===== config.mk =====
export PLATFORM = sky130hd
export DESIGN_NAME = udp_ipv4_frame_header_builder_core
export DESIGN_NICKNAME = d
export VERILOG_FILES = /design/src/hdl/ubh_pkg.sv /design/src/hdl/ubh_cfg.sv /design/src/hdl/ubh_hdr.sv /design/src/hdl/ubh_seq.sv /design/src/hdl/ubh_out.sv /design/src/hdl/udp_ipv4_frame_header_builder_core.sv
export SDC_FILE = /design/constraint.sdc
export NUM_CORES = 1
export LEC_CHECK = 0
export BUFFER_PORTS_ARGS = -buffer_cell sky130_fd_sc_hd__buf_4
export CORE_MARGIN = 4
export CORE_UTILIZATION = 42
export CTS_CLUSTER_SIZE = 8
export DETAILED_ROUTE_END_ITERATION = 8
export SLEW_MARGIN = 10
export SYNTH_ARGS = -nofsm -noshare
export SYNTH_HDL_FRONTEND = slang
export SYNTH_SLANG_ARGS = --single-unit

===== constraint.sdc =====
create_clock -name clk -period 17.4 [get_ports clk]
set_input_delay 2.61 -clock clk [delete_from_list [all_inputs] [get_ports clk]]
set_output_delay 2.61 -clock clk [all_outputs]
set_load 0.005 [all_outputs]

===== src/hdl/ubh_pkg.sv =====
// ----------------------------------------------------------------------------
// ubh_pkg
// Shared types, constants and helpers for the UDP/IPv4 frame header builder.
// ----------------------------------------------------------------------------
`default_nettype none

package ubh_pkg;

    localparam int unsigned OFFSET_W     = 13;
    localparam int unsigned COUNT_W      = 13;
    localparam int unsigned HDR_IDX_W    = 5;
    localparam int unsigned CFG_INDEX_W  = 3;
    localparam int unsigned CFG_DATA_W   = 48;

    localparam logic [COUNT_W-1:0]   MAX_PAYLOAD    = 13'd4096;
    localparam logic [OFFSET_W-1:0]  PAYLOAD_BASE   = 13'd42;
    localparam logic [HDR_IDX_W-1:0] HDR_LAST_IDX   = 5'd20;

    localparam logic [15:0] ETH_TYPE_IPV4  = 16'h0800;
    localparam logic [15:0] IP_VER_IHL_TOS = 16'h4500;
    localparam logic [7:0]  IP_TTL         = 8'd64;
    localparam logic [7:0]  IP_PROTO_UDP   = 8'd17;
    localparam logic [15:0] IP_TTL_PROTO   = {IP_TTL, IP_PROTO_UDP};
    localparam logic [15:0] IP_UDP_HDR_LEN = 16'd28;
    localparam logic [15:0] UDP_HDR_LEN    = 16'd8;

    localparam logic [15:0] RST_SOURCE_PORT = 16'd49152;
    localparam logic [47:0] RST_DEST_MAC    = 48'hffff_ffff_ffff;

    typedef enum logic [CFG_INDEX_W-1:0] {
        CFG_DEST_MAC    = 3'd0,
        CFG_SOURCE_MAC  = 3'd1,
        CFG_SOURCE_IP   = 3'd2,
        CFG_DEST_IP     = 3'd3,
        CFG_DEST_PORT   = 3'd4,
        CFG_SOURCE_PORT = 3'd5,
        CFG_IP_IDENT    = 3'd6
    } cfg_index_e;

    typedef struct packed {
        logic [7:0] payload_byte;
        logic       final_byte;
    } in_word_t;

    typedef struct packed {
        logic [OFFSET_W-1:0] frame_offset;
        logic [15:0]         frame_data;
        logic                two_bytes;
        logic                frame_done;
    } out_word_t;

    // register file contents plus partial checksums that depend on it only
    typedef struct packed {
        logic [47:0] dest_mac;
        logic [47:0] source_mac;
        logic [31:0] source_ip;
        logic [31:0] dest_ip;
        logic [15:0] dest_port;
        logic [15:0] source_port;
        logic [15:0] ip_ident;
        logic [15:0] ip_part;
        logic [15:0] udp_part;
    } cfg_t;

    // latched datagram totals and the header word being emitted
    typedef struct packed {
        logic [COUNT_W-1:0]   count;
        logic [15:0]          sum;
        logic [HDR_IDX_W-1:0] idx;
    } hdr_req_t;

    // ones'-complement fold of a wide binary sum down to 16 bits
    function automatic logic [15:0] oc_fold(input logic [19:0] s);
        logic [16:0] t;
        logic [16:0] r;
        t = {1'b0, s[15:0]} + {13'd0, s[19:16]};
        r = {1'b0, t[15:0]} + {16'd0, t[16]};
        return r[15:0];
    endfunction

endpackage

`default_nettype wire


===== src/hdl/ubh_cfg.sv =====
// ----------------------------------------------------------------------------
// ubh_cfg
// Configuration registers and the partial checksums that follow from them.
// ----------------------------------------------------------------------------
`default_nettype none

module ubh_cfg
(
    input  wire logic                           clk,
    input  wire logic                           rst_n,
    input  wire logic                           cfg_wr_en,
    input  wire logic [ubh_pkg::CFG_INDEX_W-1:0] cfg_index,
    input  wire logic [ubh_pkg::CFG_DATA_W-1:0]  cfg_data,
    output ubh_pkg::cfg_t                       cfg
);
    import ubh_pkg::*;

    logic [47:0] dest_mac_reg;
    logic [47:0] source_mac_reg;
    logic [31:0] source_ip_reg;
    logic [31:0] dest_ip_reg;
    logic [15:0] dest_port_reg;
    logic [15:0] source_port_reg;
    logic [15:0] ip_ident_reg;

    logic [17:0] addr_sum_reg;
    logic [17:0] port_sum_reg;
    logic [16:0] ip_fix_reg;
    logic [15:0] ip_part_reg;
    logic [15:0] udp_part_reg;

    logic [17:0] addr_sum_next;
    logic [17:0] port_sum_next;
    logic [16:0] ip_fix_next;
    logic [15:0] ip_part_next;
    logic [15:0] udp_part_next;

    always_ff @(posedge clk or negedge rst_n)
    begin
        if (!rst_n)
        begin
            dest_mac_reg    <= RST_DEST_MAC;
            source_mac_reg  <= '0;
            source_ip_reg   <= '0;
            dest_ip_reg     <= '0;
            dest_port_reg   <= '0;
            source_port_reg <= RST_SOURCE_PORT;
            ip_ident_reg    <= '0;
        end
        else if (cfg_wr_en)
        begin
            unique case (cfg_index)
                CFG_DEST_MAC:    dest_mac_reg    <= cfg_data;
                CFG_SOURCE_MAC:  source_mac_reg  <= cfg_data;
                CFG_SOURCE_IP:   source_ip_reg   <= cfg_data[31:0];
                CFG_DEST_IP:     dest_ip_reg     <= cfg_data[31:0];
                CFG_DEST_PORT:   dest_port_reg   <= cfg_data[15:0];
                CFG_SOURCE_PORT: source_port_reg <= cfg_data[15:0];
                CFG_IP_IDENT:    ip_ident_reg    <= cfg_data[15:0];
                default:         ;
            endcase
        end
    end

    // two register stages: raw sums, then folded partial checksums
    always_comb
    begin
        addr_sum_next = {2'b0, source_ip_reg[31:16]} + {2'b0, source_ip_reg[15:0]}
                      + {2'b0, dest_ip_reg[31:16]} + {2'b0, dest_ip_reg[15:0]};
        port_sum_next = {2'b0, source_port_reg} + {2'b0, dest_port_reg}
                      + {10'd0, IP_PROTO_UDP};
        ip_fix_next   = {1'b0, ip_ident_reg} + {1'b0, IP_VER_IHL_TOS}
                      + {1'b0, IP_TTL_PROTO};
        ip_part_next  = oc_fold({2'b0, addr_sum_reg} + {3'b0, ip_fix_reg});
        udp_part_next = oc_fold({2'b0, addr_sum_reg} + {2'b0, port_sum_reg});
    end

    always_ff @(posedge clk)
    begin
        addr_sum_reg <= addr_sum_next;
        port_sum_reg <= port_sum_next;
        ip_fix_reg   <= ip_fix_next;
        ip_part_reg  <= ip_part_next;
        udp_part_reg <= udp_part_next;
    end

    always_comb
    begin
        cfg.dest_mac    = dest_mac_reg;
        cfg.source_mac  = source_mac_reg;
        cfg.source_ip   = source_ip_reg;
        cfg.dest_ip     = dest_ip_reg;
        cfg.dest_port   = dest_port_reg;
        cfg.source_port = source_port_reg;
        cfg.ip_ident    = ip_ident_reg;
        cfg.ip_part     = ip_part_reg;
        cfg.udp_part    = udp_part_reg;
    end

endmodule

`default_nettype wire


===== src/hdl/ubh_hdr.sv =====
// ----------------------------------------------------------------------------
// ubh_hdr
// Header checksums and selection of the header halfword being emitted.
// ----------------------------------------------------------------------------
`default_nettype none

module ubh_hdr
(
    input  wire logic              clk,
    input  wire ubh_pkg::cfg_t     cfg,
    input  wire ubh_pkg::hdr_req_t req,
    output logic [15:0]            hdr_word
);
    import ubh_pkg::*;

    logic [15:0] tot_len;
    logic [15:0] udp_len;
    logic [15:0] ip_ck_reg;
    logic [15:0] udp_ck_reg;
    logic [15:0] ip_ck_next;
    logic [15:0] udp_ck_next;

    always_comb
    begin
        tot_len     = {3'b0, req.count} + IP_UDP_HDR_LEN;
        udp_len     = {3'b0, req.count} + UDP_HDR_LEN;
        ip_ck_next  = ~oc_fold({4'b0, cfg.ip_part} + {4'b0, tot_len});
        // UDP length appears twice: once in the pseudo-header, once in the header
        udp_ck_next = ~oc_fold({4'b0, req.sum} + {4'b0, cfg.udp_part}
                               + {3'b0, udp_len, 1'b0});
    end

    // totals are latched before the checksum words go out
    always_ff @(posedge clk)
    begin
        ip_ck_reg  <= ip_ck_next;
        udp_ck_reg <= udp_ck_next;
    end

    always_comb
    begin
        unique case (req.idx)
            5'd0:    hdr_word = cfg.dest_mac[47:32];
            5'd1:    hdr_word = cfg.dest_mac[31:16];
            5'd2:    hdr_word = cfg.dest_mac[15:0];
            5'd3:    hdr_word = cfg.source_mac[47:32];
            5'd4:    hdr_word = cfg.source_mac[31:16];
            5'd5:    hdr_word = cfg.source_mac[15:0];
            5'd6:    hdr_word = ETH_TYPE_IPV4;
            5'd7:    hdr_word = IP_VER_IHL_TOS;
            5'd8:    hdr_word = tot_len;
            5'd9:    hdr_word = cfg.ip_ident;
            5'd10:   hdr_word = 16'd0;
            5'd11:   hdr_word = IP_TTL_PROTO;
            5'd12:   hdr_word = ip_ck_reg;
            5'd13:   hdr_word = cfg.source_ip[31:16];
            5'd14:   hdr_word = cfg.source_ip[15:0];
            5'd15:   hdr_word = cfg.dest_ip[31:16];
            5'd16:   hdr_word = cfg.dest_ip[15:0];
            5'd17:   hdr_word = cfg.source_port;
            5'd18:   hdr_word = cfg.dest_port;
            5'd19:   hdr_word = udp_len;
            5'd20:   hdr_word = udp_ck_reg;
            default: hdr_word = 16'd0;
        endcase
    end

endmodule

`default_nettype wire


===== src/hdl/ubh_seq.sv =====
// ----------------------------------------------------------------------------
// ubh_seq
// Input register, running payload sum and count, and header word sequencer.
// ----------------------------------------------------------------------------
`default_nettype none

module ubh_seq
(
    input  wire logic              clk,
    input  wire logic              rst_n,
    input  wire logic              in_valid,
    output logic                   in_stall,
    input  wire ubh_pkg::in_word_t in_word,
    input  wire logic              advance,
    input  wire logic [15:0]       hdr_word,
    output ubh_pkg::hdr_req_t      req,
    output logic                   gen_valid,
    output ubh_pkg::out_word_t     gen_word
);
    import ubh_pkg::*;

    logic                 in_valid_reg;
    in_word_t             in_data_reg;
    logic [COUNT_W-1:0]   count_reg;
    logic [15:0]          sum_reg;
    logic                 hdr_active_reg;
    logic [HDR_IDX_W-1:0] hdr_idx_reg;
    logic [COUNT_W-1:0]   hdr_count_reg;
    logic [15:0]          hdr_sum_reg;

    logic                 consume;
    logic                 room;
    logic                 keep;
    logic [15:0]          addend;
    logic [16:0]          raw_sum;
    logic [COUNT_W-1:0]   count_next;
    logic [15:0]          sum_next;

    always_comb
    begin
        consume  = in_valid_reg && !hdr_active_reg && advance;
        room     = (count_reg != MAX_PAYLOAD);
        keep     = consume && room;
        in_stall = in_valid_reg && !consume;

        // even index is the high byte of its halfword
        addend  = count_reg[0] ? {8'd0, in_data_reg.payload_byte}
                               : {in_data_reg.payload_byte, 8'd0};
        raw_sum = {1'b0, sum_reg} + {1'b0, addend};
        count_next = keep ? count_reg + 13'd1 : count_reg;
        sum_next   = keep ? (raw_sum[15:0] + {15'd0, raw_sum[16]}) : sum_reg;

        req.count = hdr_count_reg;
        req.sum   = hdr_sum_reg;
        req.idx   = hdr_idx_reg;

        if (hdr_active_reg)
        begin
            gen_valid             = 1'b1;
            gen_word.frame_offset = {7'd0, hdr_idx_reg, 1'b0};
            gen_word.frame_data   = hdr_word;
            gen_word.two_bytes    = 1'b1;
            gen_word.frame_done   = (hdr_idx_reg == HDR_LAST_IDX);
        end
        else
        begin
            gen_valid             = in_valid_reg && room;
            gen_word.frame_offset = PAYLOAD_BASE + count_reg;
            gen_word.frame_data   = {8'd0, in_data_reg.payload_byte};
            gen_word.two_bytes    = 1'b0;
            gen_word.frame_done   = 1'b0;
        end
    end

    always_ff @(posedge clk)
    begin
        if (in_valid && !in_stall)
        begin
            in_data_reg <= in_word;
        end
        if (consume && in_data_reg.final_byte)
        begin
            hdr_count_reg <= count_next;
            hdr_sum_reg   <= sum_next;
        end
    end

    always_ff @(posedge clk or negedge rst_n)
    begin
        if (!rst_n)
        begin
            in_valid_reg   <= 1'b0;
            count_reg      <= '0;
            sum_reg        <= '0;
            hdr_active_reg <= 1'b0;
            hdr_idx_reg    <= '0;
        end
        else
        begin
            if (in_valid && !in_stall)
            begin
                in_valid_reg <= 1'b1;
            end
            else if (consume)
            begin
                in_valid_reg <= 1'b0;
            end

            if (consume)
            begin
                if (in_data_reg.final_byte)
                begin
                    // start header, clear totals for the next datagram
                    count_reg      <= '0;
                    sum_reg        <= '0;
                    hdr_active_reg <= 1'b1;
                    hdr_idx_reg    <= '0;
                end
                else
                begin
                    count_reg <= count_next;
                    sum_reg   <= sum_next;
                end
            end
            else if (hdr_active_reg && advance)
            begin
                if (hdr_idx_reg == HDR_LAST_IDX)
                begin
                    hdr_active_reg <= 1'b0;
                    hdr_idx_reg    <= '0;
                end
                else
                begin
                    hdr_idx_reg <= hdr_idx_reg + 5'd1;
                end
            end
        end
    end

endmodule

`default_nettype wire


===== src/hdl/ubh_out.sv =====
// ----------------------------------------------------------------------------
// ubh_out
// Result register on the output channel.
// ----------------------------------------------------------------------------
`default_nettype none

module ubh_out
(
    input  wire logic               clk,
    input  wire logic               rst_n,
    input  wire logic               gen_valid,
    input  wire ubh_pkg::out_word_t gen_word,
    output logic                    advance,
    output logic                    out_valid,
    input  wire logic               out_stall,
    output ubh_pkg::out_word_t      out_word
);
    import ubh_pkg::*;

    logic      out_valid_reg;
    out_word_t out_word_reg;

    // load whenever the held word is empty or leaving this cycle
    assign advance   = !out_valid_reg || !out_stall;
    assign out_valid = out_valid_reg;
    assign out_word  = out_word_reg;

    always_ff @(posedge clk or negedge rst_n)
    begin
        if (!rst_n)
        begin
            out_valid_reg <= 1'b0;
        end
        else if (advance)
        begin
            out_valid_reg <= gen_valid;
        end
    end

    always_ff @(posedge clk)
    begin
        if (advance && gen_valid)
        begin
            out_word_reg <= gen_word;
        end
    end

endmodule

`default_nettype wire


===== src/hdl/udp_ipv4_frame_header_builder_core.sv =====
// ----------------------------------------------------------------------------
// udp_ipv4_frame_header_builder_core
// Builds a UDP/IPv4/Ethernet frame: echoes payload, then emits the header.
// ----------------------------------------------------------------------------
// Payload bytes are taken one per cycle while the output is not stalled, and
// each comes out at frame offset 42 plus its index while a ones'-complement
// sum and a byte count run along. After the byte marked final, 21 header
// halfwords for offsets 0..40 follow one per cycle unless the output stalls,
// the last flagged frame_done. The input stalls while the header goes out,
// which the single header word sequencer sets. Bytes beyond 4096 are dropped.
// Bytes pass the input register, then the output register. Configuration
// writes take effect for a frame whose final byte is accepted later.
`default_nettype none

module udp_ipv4_frame_header_builder_core
(
    input  wire logic                            clk,
    input  wire logic                            rst_n,
    input  wire logic                            cfg_wr_en,
    input  wire logic [ubh_pkg::CFG_INDEX_W-1:0] cfg_index,
    input  wire logic [ubh_pkg::CFG_DATA_W-1:0]  cfg_data,
    input  wire logic                            in_valid,
    output logic                                 in_stall,
    input  wire ubh_pkg::in_word_t               in_word,
    output logic                                 out_valid,
    input  wire logic                            out_stall,
    output ubh_pkg::out_word_t                   out_word
);
    import ubh_pkg::*;

    cfg_t      cfg;
    hdr_req_t  req;
    logic      advance;
    logic      gen_valid;
    out_word_t gen_word;
    logic [15:0] hdr_word;

    ubh_cfg u_cfg
    (
        .clk       (clk),
        .rst_n     (rst_n),
        .cfg_wr_en (cfg_wr_en),
        .cfg_index (cfg_index),
        .cfg_data  (cfg_data),
        .cfg       (cfg)
    );

    ubh_hdr u_hdr
    (
        .clk      (clk),
        .cfg      (cfg),
        .req      (req),
        .hdr_word (hdr_word)
    );

    ubh_seq u_seq
    (
        .clk       (clk),
        .rst_n     (rst_n),
        .in_valid  (in_valid),
        .in_stall  (in_stall),
        .in_word   (in_word),
        .advance   (advance),
        .hdr_word  (hdr_word),
        .req       (req),
        .gen_valid (gen_valid),
        .gen_word  (gen_word)
    );

    ubh_out u_out
    (
        .clk       (clk),
        .rst_n     (rst_n),
        .gen_valid (gen_valid),
        .gen_word  (gen_word),
        .advance   (advance),
        .out_valid (out_valid),
        .out_stall (out_stall),
        .out_word  (out_word)
    );

endmodule

`default_nettype wire

Word-level counts from Yosys, hierarchy flattened
Cells that the tools add are included.
- flip-flop bits (word level): 431
- input port bits: 65
- output and inout port bits: 33
- word-level logic and storage cells: 133
- add/sub/neg operators: 27
- equal/unequal tests: 27
- mux-type cells: 18
- bitwise gates (word level): 2
- reduce and logical (&&, ||, !) cells: 29
- operator list (kind ; number):
    one-hot mux 16 bit (20 select lines) ; 1
    adder 16 x 16 -> 17 bit ; 5
    adder 16 x 1 -> 16 bit ; 5
    adder 16 x 4 -> 17 bit ; 4
    2-to-1 mux 16 bit ; 3
    adder 18 x 16 -> 18 bit ; 2
    equality test 5 x 4 -> 1 bit, second input constant ; 7
    NOT 16 bit ; 2
    2-to-1 mux 13 bit ; 2
    equality test 5 bit, second input constant ; 5
    2-to-1 mux 24 bit ; 1
    adder 20 x 17 -> 20 bit ; 1
    equality test 5 x 3 -> 1 bit, second input constant ; 4
    2-to-1 mux 5 bit ; 4
    adder 18 x 17 -> 19 bit ; 1
    adder 18 x 18 -> 19 bit ; 1
    adder 18 x 5 -> 18 bit, second input constant ; 1
    adder 16 x 15 -> 17 bit, second input constant ; 1
    adder 17 x 15 -> 17 bit, second input constant ; 1
    AND reduction 2 bit ; 8
    adder 13 x 4 -> 14 bit, second input constant ; 1
    adder 13 x 5 -> 14 bit, second input constant ; 1
    adder 13 x 1 -> 13 bit, second input constant ; 1
    adder 6 x 13 -> 13 bit, first input constant ; 1
    16 further kinds ; 40

Longest topological paths before layout
Gate-level depths: netlist (run 1).
- word-level depth: 8
- mapped depth: 37
- mapped depth without buffers: 36

By module
A second synthesis (run 1) with hierarchy kept.
- cell total of the unflattened synthesis: 2508
- area total of the unflattened synthesis: 26412.8 um2
- by module, submodules not included (module ; times used ; cells each ; area an instance (um2) ; sequential area each (um2)):
    ubh_cfg ; 1 ; 1247 ; 15055.7 ; 6969.2
    ubh_hdr ; 1 ; 701 ; 5479.0 ; 640.6
    ubh_seq ; 1 ; 525 ; 4899.7 ; 2042.0
    ubh_out ; 1 ; 35 ; 978.4 ; 955.9

Least setup slack after synthesis (run 1)
No wires, ideal clock.
- path type: flip-flop to flip-flop
- start: reg u_seq.hdr_sum_reg[0]
- end: reg u_hdr.udp_ck_reg[15]
- library setup time: 116 ps
- arrival time: 6834 ps
- data required time: 17284 ps
- slack: 10450 ps
- stages on the path, launching flop included: 38
- buffers on the path: 1
- clock period less this slack: 6950 ps
- cell sequence: edfxtp_1 > ha_1 > inv_1 > fa_1 > nor2b_1 > o21ai_1 > a21boi_0 > o21ai_1 > a21oi_1 > a21oi_1 > xnor2_1 > ha_1 > clkbuf_1 > a21o_1 > a21oi_1 > nand4_1 > a211o_1 > a31o_1 > (+2 left out) > nor2b_1 > xnor2_1 > ha_1 > fa_1 > o2111ai_1 > nor4_2 > nand2_1 > nor3_1 > nand2_1 > nor3_1 > ha_1 > nand2_1 > or2_2 > nor3_1 > nand4_1 > nor2_2 > a41oi_1 > and3b_1
- cells in the longest elaborated chain, start to end: 5
- RTL lines (what ; line ; source):
    start: declaration ; ubh_seq.sv:29 ; logic [15:0] hdr_sum_reg;
    start signal: assignment ; ubh_seq.sv:84 ; hdr_sum_reg <= sum_next;
    adder 16 x 16 -> 17 bit ; ubh_hdr.sv:29 ; udp_ck_next = ~oc_fold({4'b0, req.sum} + {4'b0, cfg.udp_part}
    adder 20 x 17 -> 20 bit ; ubh_hdr.sv:30 ; + {3'b0, udp_len, 1'b0});
    adder 16 x 4 -> 17 bit ; ubh_pkg.sv:76 ; t = {1'b0, s[15:0]} + {13'd0, s[19:16]};
    adder 16 x 1 -> 16 bit ; ubh_pkg.sv:77 ; r = {1'b0, t[15:0]} + {16'd0, t[16]};
    NOT 16 bit ; ubh_hdr.sv:29 ;
    net u_hdr.udp_ck_next[15] ; ubh_hdr.sv:21 ; logic [15:0] udp_ck_next;
    end signal: assignment ; ubh_hdr.sv:37 ; udp_ck_reg <= udp_ck_next;
    end: declaration ; ubh_hdr.sv:19 ; logic [15:0] udp_ck_reg;
The timed path passes the listed nets, and every way through them passes these cells.
A chain may end at the register's enable or synchronous reset.

Worst setup path after layout (run 1)
Same ends and word-level chain as after synthesis.

==> results.cfg, run 1 <==
[status]
outcome = complete, no violations

[floorplanning]
core_um2 = 63300
floorplan.die_area_um2 = 68300
starting_density_of_the_core_pct = 42.6
num_io_pins = 98
std_cell_rows = 92
floorplan.die.width_um = 261
chipHeight_um = 261

[sta]
hold_violations = 0
skew_ps = 43.8
final_min_period_over_clock_period_pct = 46.9
rsz0062_at_grt = no
max-slew-margin-rel_pct = 25.8
timing.final.crit_period_ps = 8160
worstMarginPinSlew_ps = 1110
tns_ps = 0
maxSlewViolCount = 0
fmax_mhz = 123
setup-violations-final = 0

[worst_setup_path]
cp_top_family = simple AND/OR/NAND/NOR gates
cp_num_buf_inv = 1
critical-path-slowest-cell = nor4_2
endpoint_kind = flop
setup.worst_path.class = reg2reg
worst-endpoint-required_ps = 17880
maximum_cell_stage_delay_along_the_critical_path_ps = 520
worst_ep_arrival_time_ps = 8640
reg2regPathDepth = 36
startpoint_type = flop
critical_path_peak_fanout = 8
critical_path_depth = 36

[final_layout]
drive_above_1_share_pct = 19.3
postLayoutCoreUtil_pct = 48.1
fin_area_um2 = 30500
layout.cells.non_filler = 3640
count_of_nets_after_finishing = 3017
areaGrowthSynthToFinish_pct = 13.0

[placement]
post_dp_cell_area_um2 = 28800
placedCellCount = 3531
dp_hpwl_um = 64500
io_buffers = 97
gp_congestion = 0.967

[route]
vias = 21600
postRouteWirelength_um = 84800
avgViaCountPerCell = 5.93
detailed_route_wire_length_per_cell_um = 23.3
first_pass_iters = 6
route.antenna.remaining_nets = 0
detail_route.drc_violations = 0
detailedRoute.firstIterationViolations = 2104

[global_routing]
gr-usage-met1_pct = 34.8
grtUsageMet3_pct = 4.96
grt_usage_pct = 24.4
use_met2_pct = 37.0
grt_overflow_total = 0
antenna_found_initial = 2
grt_pass1_vias = 21300
grt_max_degree = 112
grt_first_pass_wirelength_um = 128000
gr-max-usage-layer = met2

[job]
cap_viol_max_count = 0

[logic_synthesis]
dominantRegCellSynth = dfrtp_1
number_of_enable_type_register_cells_in_the_synthesized_netlist = 69
synth_sequential_area_ratio_pct = 39.3
synthCells = 2634
netlist-cell-type-count = 107
synth_nets = 2904
syn_avg_cell_area_um2 = 10.2
yosys_warnings = 0
synth_seq_cells = 431
synthesis.area_um2 = 27000
synthArstFlopShare_pct = 56.8

[hold_path]
hold_class = reg2reg
depth_of_the_worst_hold_timing_path = 1

[clocking]
post_cts_buffers = 0
post_cts_hold_buffer_count = 0
clock_buffer_count_from_cts = 60
worst_skew_pair.late_latency_ps = 630
clk_path_buf_depth = 3
cts.clk_slew.worst_paths_ps = 60
cts.htree.levels = 2
cts_root_buffer = clkbuf_16
clock-sinks = 431
post_cts_resized = 0
cts_tree = done
[final timing paths]
path,slack (ps),startpoint,end
min in group asynchronous,2050,rst_n,u_cfg.dest_ip_reg[10]
max in group asynchronous,13030,rst_n,u_seq.sum_reg[14]
min,500,u_cfg.source_mac_reg[41],u_cfg.source_mac_reg[41]
max,9240,u_seq.hdr_sum_reg[0],u_hdr.udp_ck_reg[15]
max reg2reg,9240,u_seq.hdr_sum_reg[0],u_hdr.udp_ck_reg[15]
min reg2reg,500,u_cfg.source_mac_reg[41],u_cfg.source_mac_reg[41]
[layer usage]
layer	wire length, um	part of all wire, %
met5	0	0
met4	3250	3.8
met3	6360	7.5
met2	36500	43
met1	38600	46
[cells by family (layout without fill, tap and decap cells)]
family,count (synthesis),after routing,share of synthesized area (%)
other cells,0,1,0
mux,217,217,9.05
compound gates,608,608,16.2
xor+xnor,270,270,8.96
simple gates,688,688,13.1
buf+inv,215,374,3.02
flops,431,431,39.3
fa+ha+maj,205,205,10.3
[layout make-up]
class,instances,area (um^2)
sequential,431,10600
clock inverter,4,48.8
fill,5922,32800
timing repair buffer,128,968
tap,846,1060
multi-input combinational,1988,15600
antenna,1,2.50
inverter,138,518
clock buffer,104,1680
[worst reg2reg max path, delay by kind of cell, from the launching register on]
family          cells  cell delay, ps
fa+ha+maj           6            1570
simple gates       14            3360
xor+xnor            2             280
buf+inv             1              60
compound gates     13            2380
flops               1             320
[through the flow]
| step | worst slack, ps | hold WS, ps |
|---|---|---|
| floorplan | 10450 | 477 |
| global placement | 9620 | 489 |
| detailed placement | 9380 | 498 |
| CTS | 9320 | 509 |
| global route | 8450 | 518 |
| finish | 9240 | 505 |
[cell usage after synthesis, drive strengths merged (9+ instances only)]
library cell / number / area share, %
dfxtp: 117 / 8.7
a211oi: 27 / 0.81
a222oi: 11 / 0.41
o31ai: 11 / 0.31
o211ai: 12 / 0.37
nand2b: 25 / 0.58
o21ai: 112 / 2.1
a221oi: 31 / 1.1
buf: 9 / 0.15
a31oi: 15 / 0.35
nand4: 33 / 0.77
or2: 14 / 0.32
nor2b: 24 / 0.58
xor2: 108 / 3.6
dfstp: 50 / 4.9
fa: 28 / 2.1
ha: 177 / 8.2
a22oi: 67 / 1.9
and3: 38 / 0.89
mux2: 215 / 9.0
nor4: 13 / 0.35
nor3: 55 / 1.1
nand3: 86 / 1.6
xnor2: 161 / 5.3
or3: 14 / 0.34
nand2: 160 / 2.2
a22o: 36 / 1.2
o22ai: 11 / 0.28
nor3b: 11 / 0.34
a211o: 9 / 0.29
and2: 20 / 0.46
o21a: 24 / 0.67
inv: 138 / 1.9
clkbuf: 68 / 0.95
a21oi: 113 / 2.2
edfxtp: 69 / 7.7
a21o: 48 / 1.3
nor2: 155 / 2.2
dfrtp: 195 / 18
a21boi: 10 / 0.29
[placed cells by master, fill, tap and decap left out, drive strengths merged, types with 36 or more instances in the layout]
| cell type | netlist | final |
|---|---|---|
| mux2 | 215 | 215 |
| dfrtp | 195 | 195 |
| ha | 177 | 177 |
| xnor2 | 161 | 161 |
| nand2 | 160 | 160 |
| nor2 | 155 | 155 |
| inv | 138 | 139 |
| buf | 9 | 128 |
| dfxtp | 117 | 117 |
| a21oi | 113 | 113 |
| o21ai | 112 | 112 |
| xor2 | 108 | 108 |
| clkbuf | 68 | 104 |
| nand3 | 86 | 86 |
| edfxtp | 69 | 69 |
| a22oi | 67 | 67 |
| nor3 | 55 | 55 |
| dfstp | 50 | 50 |
| a21o | 48 | 48 |
| and3 | 38 | 38 |
| a22o | 36 | 36 |
Power of run 1 is left out: the tool's default activity adds up to more than one toggle a clock period on the data nets, which glitch-free logic cannot reach.
==> run 2: changes to the inputs <==
clock period = 8.1 ns   (was 17.4 ns; I/O delays follow)
==> results.cfg, run 2 (synthesis gave the netlist of run 1 again) <==
[worst_setup_path]
worst-endpoint-required_ps = 8580
worst_r2r_startpoint = u_seq.hdr_sum_reg[0]
setup.worst_path.class = reg2reg
reg2regPathDepth = 37
worst-r2r-setup-slack_ps = 760
rr_endpoint = u_hdr.udp_ck_reg[15]
cp_num_buf_inv = 2
cp_top_family = simple AND/OR/NAND/NOR gates
maximum_cell_stage_delay_along_the_critical_path_ps = 410
startpoint_type = flop
endpoint_kind = flop
critical-path-slowest-cell = fa_1
critical_path_peak_fanout = 8
worst_ep_arrival_time_ps = 7820

[floorplanning]
starting_density_of_the_core_pct = 42.6
std_cell_rows = 92
num_io_pins = 98
floorplan.die_area_um2 = 68300
floorplan.die.width_um = 261
core_um2 = 63300
chipHeight_um = 261

[sta]
max-slew-margin-rel_pct = 27.3
skew_ps = 63.8
maxSlewViolCount = 0
timing.final.crit_period_ps = 7340
worstMarginPinSlew_ps = 1080
rsz0062_at_grt = no
hold_violations = 0
fmax_mhz = 136
tns_ps = 0
setup-violations-final = 0
final_min_period_over_clock_period_pct = 90.7

[clocking]
worst_skew_pair.late_latency_ps = 650
clock-sinks = 431
clk_path_buf_depth = 3
cts_root_buffer = clkbuf_16
clock_buffer_count_from_cts = 61
cts.htree.levels = 2
cts.clk_slew.worst_paths_ps = 50
cts_tree = done

[final_layout]
areaGrowthSynthToFinish_pct = 13.4
mostFrequentLayoutCells = 215 x mux2_2, 195 x dfrtp_1, 177 x ha_1, 160 x nand2_1, 159 x xnor2_1
num_antenna_cells = 0
layout_commonest_cell = mux2_2
filler_cell_count = 5913
drive_above_1_share_pct = 19.5
count_of_nets_after_finishing = 3018

[global_routing]
grt_overflow_total = 0
grt_pass1_vias = 21100
grt_max_degree = 144
grt_usage_pct = 24.9
antenna_found_initial = 2
grt_first_pass_wirelength_um = 130000

[placement]
dp_hpwl_um = 65700
io_buffers = 97
gp_congestion = 0.936

[hold_path]
hold_path.startpoint = u_cfg.source_mac_reg[4]
worstHoldEndpoint = u_cfg.source_mac_reg[4]
hold_class = reg2reg
depth_of_the_worst_hold_timing_path = 1

[route]
detail_route.drc_violations = 0
first_pass_iters = 6
postRouteWirelength_um = 86200
route.antenna.remaining_nets = 0
vias = 21400
detailed_route_wire_length_per_cell_um = 23.7
avgViaCountPerCell = 5.87
detailedRoute.firstIterationViolations = 2079

[status]
outcome = complete, no violations

[job]
cap_viol_max_count = 0
==> run 2: what timing repair did <==
action,4_1_cts,5_1_grt
hold buffers,0,0
resized for setup,0,3
hold endpoints to repair,0,0
buffers inserted,0,1
setup endpoints to repair,0,7
==> run 2: layout make-up <==
cell class / instances / area, um^2 / area share (%)
multi-input cells: 1988 / 15600 / 51.1
flip-flops and latches: 431 / 10600 / 34.7
clock buffers: 106 / 1710 / 5.58
well taps: 846 / 1060 / 3.46
repair buffers: 128 / 981 / 3.21
inverters: 138 / 518 / 1.69
clock inverters: 5 / 90.1 / 0.295
==> run 2: worst max path at each step <==
stage / start / to / slack, ps / cells past startpoint
2_1_floorplan: u_seq.hdr_sum_reg[0] / u_hdr.udp_ck_reg[15] / 1150 / 37
3_3_place_gp: u_seq.hdr_sum_reg[0] / u_hdr.udp_ck_reg[15] / 620 / 37
3_5_place_dp: u_seq.hdr_sum_reg[0] / u_hdr.udp_ck_reg[15] / 420 / 37
4_1_cts: u_seq.hdr_sum_reg[0] / u_hdr.udp_ck_reg[15] / 400 / 37
5_1_grt: u_cfg.udp_part_reg[0] / u_hdr.udp_ck_reg[15] / 10 / 37
6_report: u_seq.hdr_sum_reg[0] / u_hdr.udp_ck_reg[15] / 760 / 37
==> run 2: worst register-to-register path, delay by kind of cell (launching register included) <==
| family | cells | cell delay [ps] |
|---|---|---|
| AO/OA/AOI/OAI | 13 | 2370 |
| XOR/XNOR | 2 | 280 |
| adder cells (fa/ha/maj) | 6 | 1580 |
| buffers and inverters | 2 | 220 |
| flip-flops | 1 | 320 |
| AND/OR/NAND/NOR | 14 | 2480 |
==> run 2: per-layer routing <==
metal	wire length, um	vias up	track usage [%]
met5	19	-	0
met4	3700	2	9.12
met3	5970	173	4.55
met2	36900	738	37.4
met1	39600	10600	36.0
li1	-	9878	-
==> run 2: through the flow <==
| stage | hold slack (ps) | cell area, um^2 | worst slack [ps] | std cells | util [%] |
|---|---|---|---|---|---|
| 2_1_floorplan | 477 | 27000 | 1150 | 2634 | - |
| 3_3_place_gp | 490 | 28800 | 618 | 3530 | 45.4 |
| 3_5_place_dp | 496 | 28800 | 420 | 3530 | 45.4 |
| 4_1_cts | 507 | 30600 | 400 | 3641 | 48.3 |
| 5_1_grt | 522 | 30600 | 11.0 | 3642 | 48.3 |
| 6_report | 503 | 30600 | 755 | 3642 | 48.3 |
Power of run 2 is left out for the same reason.
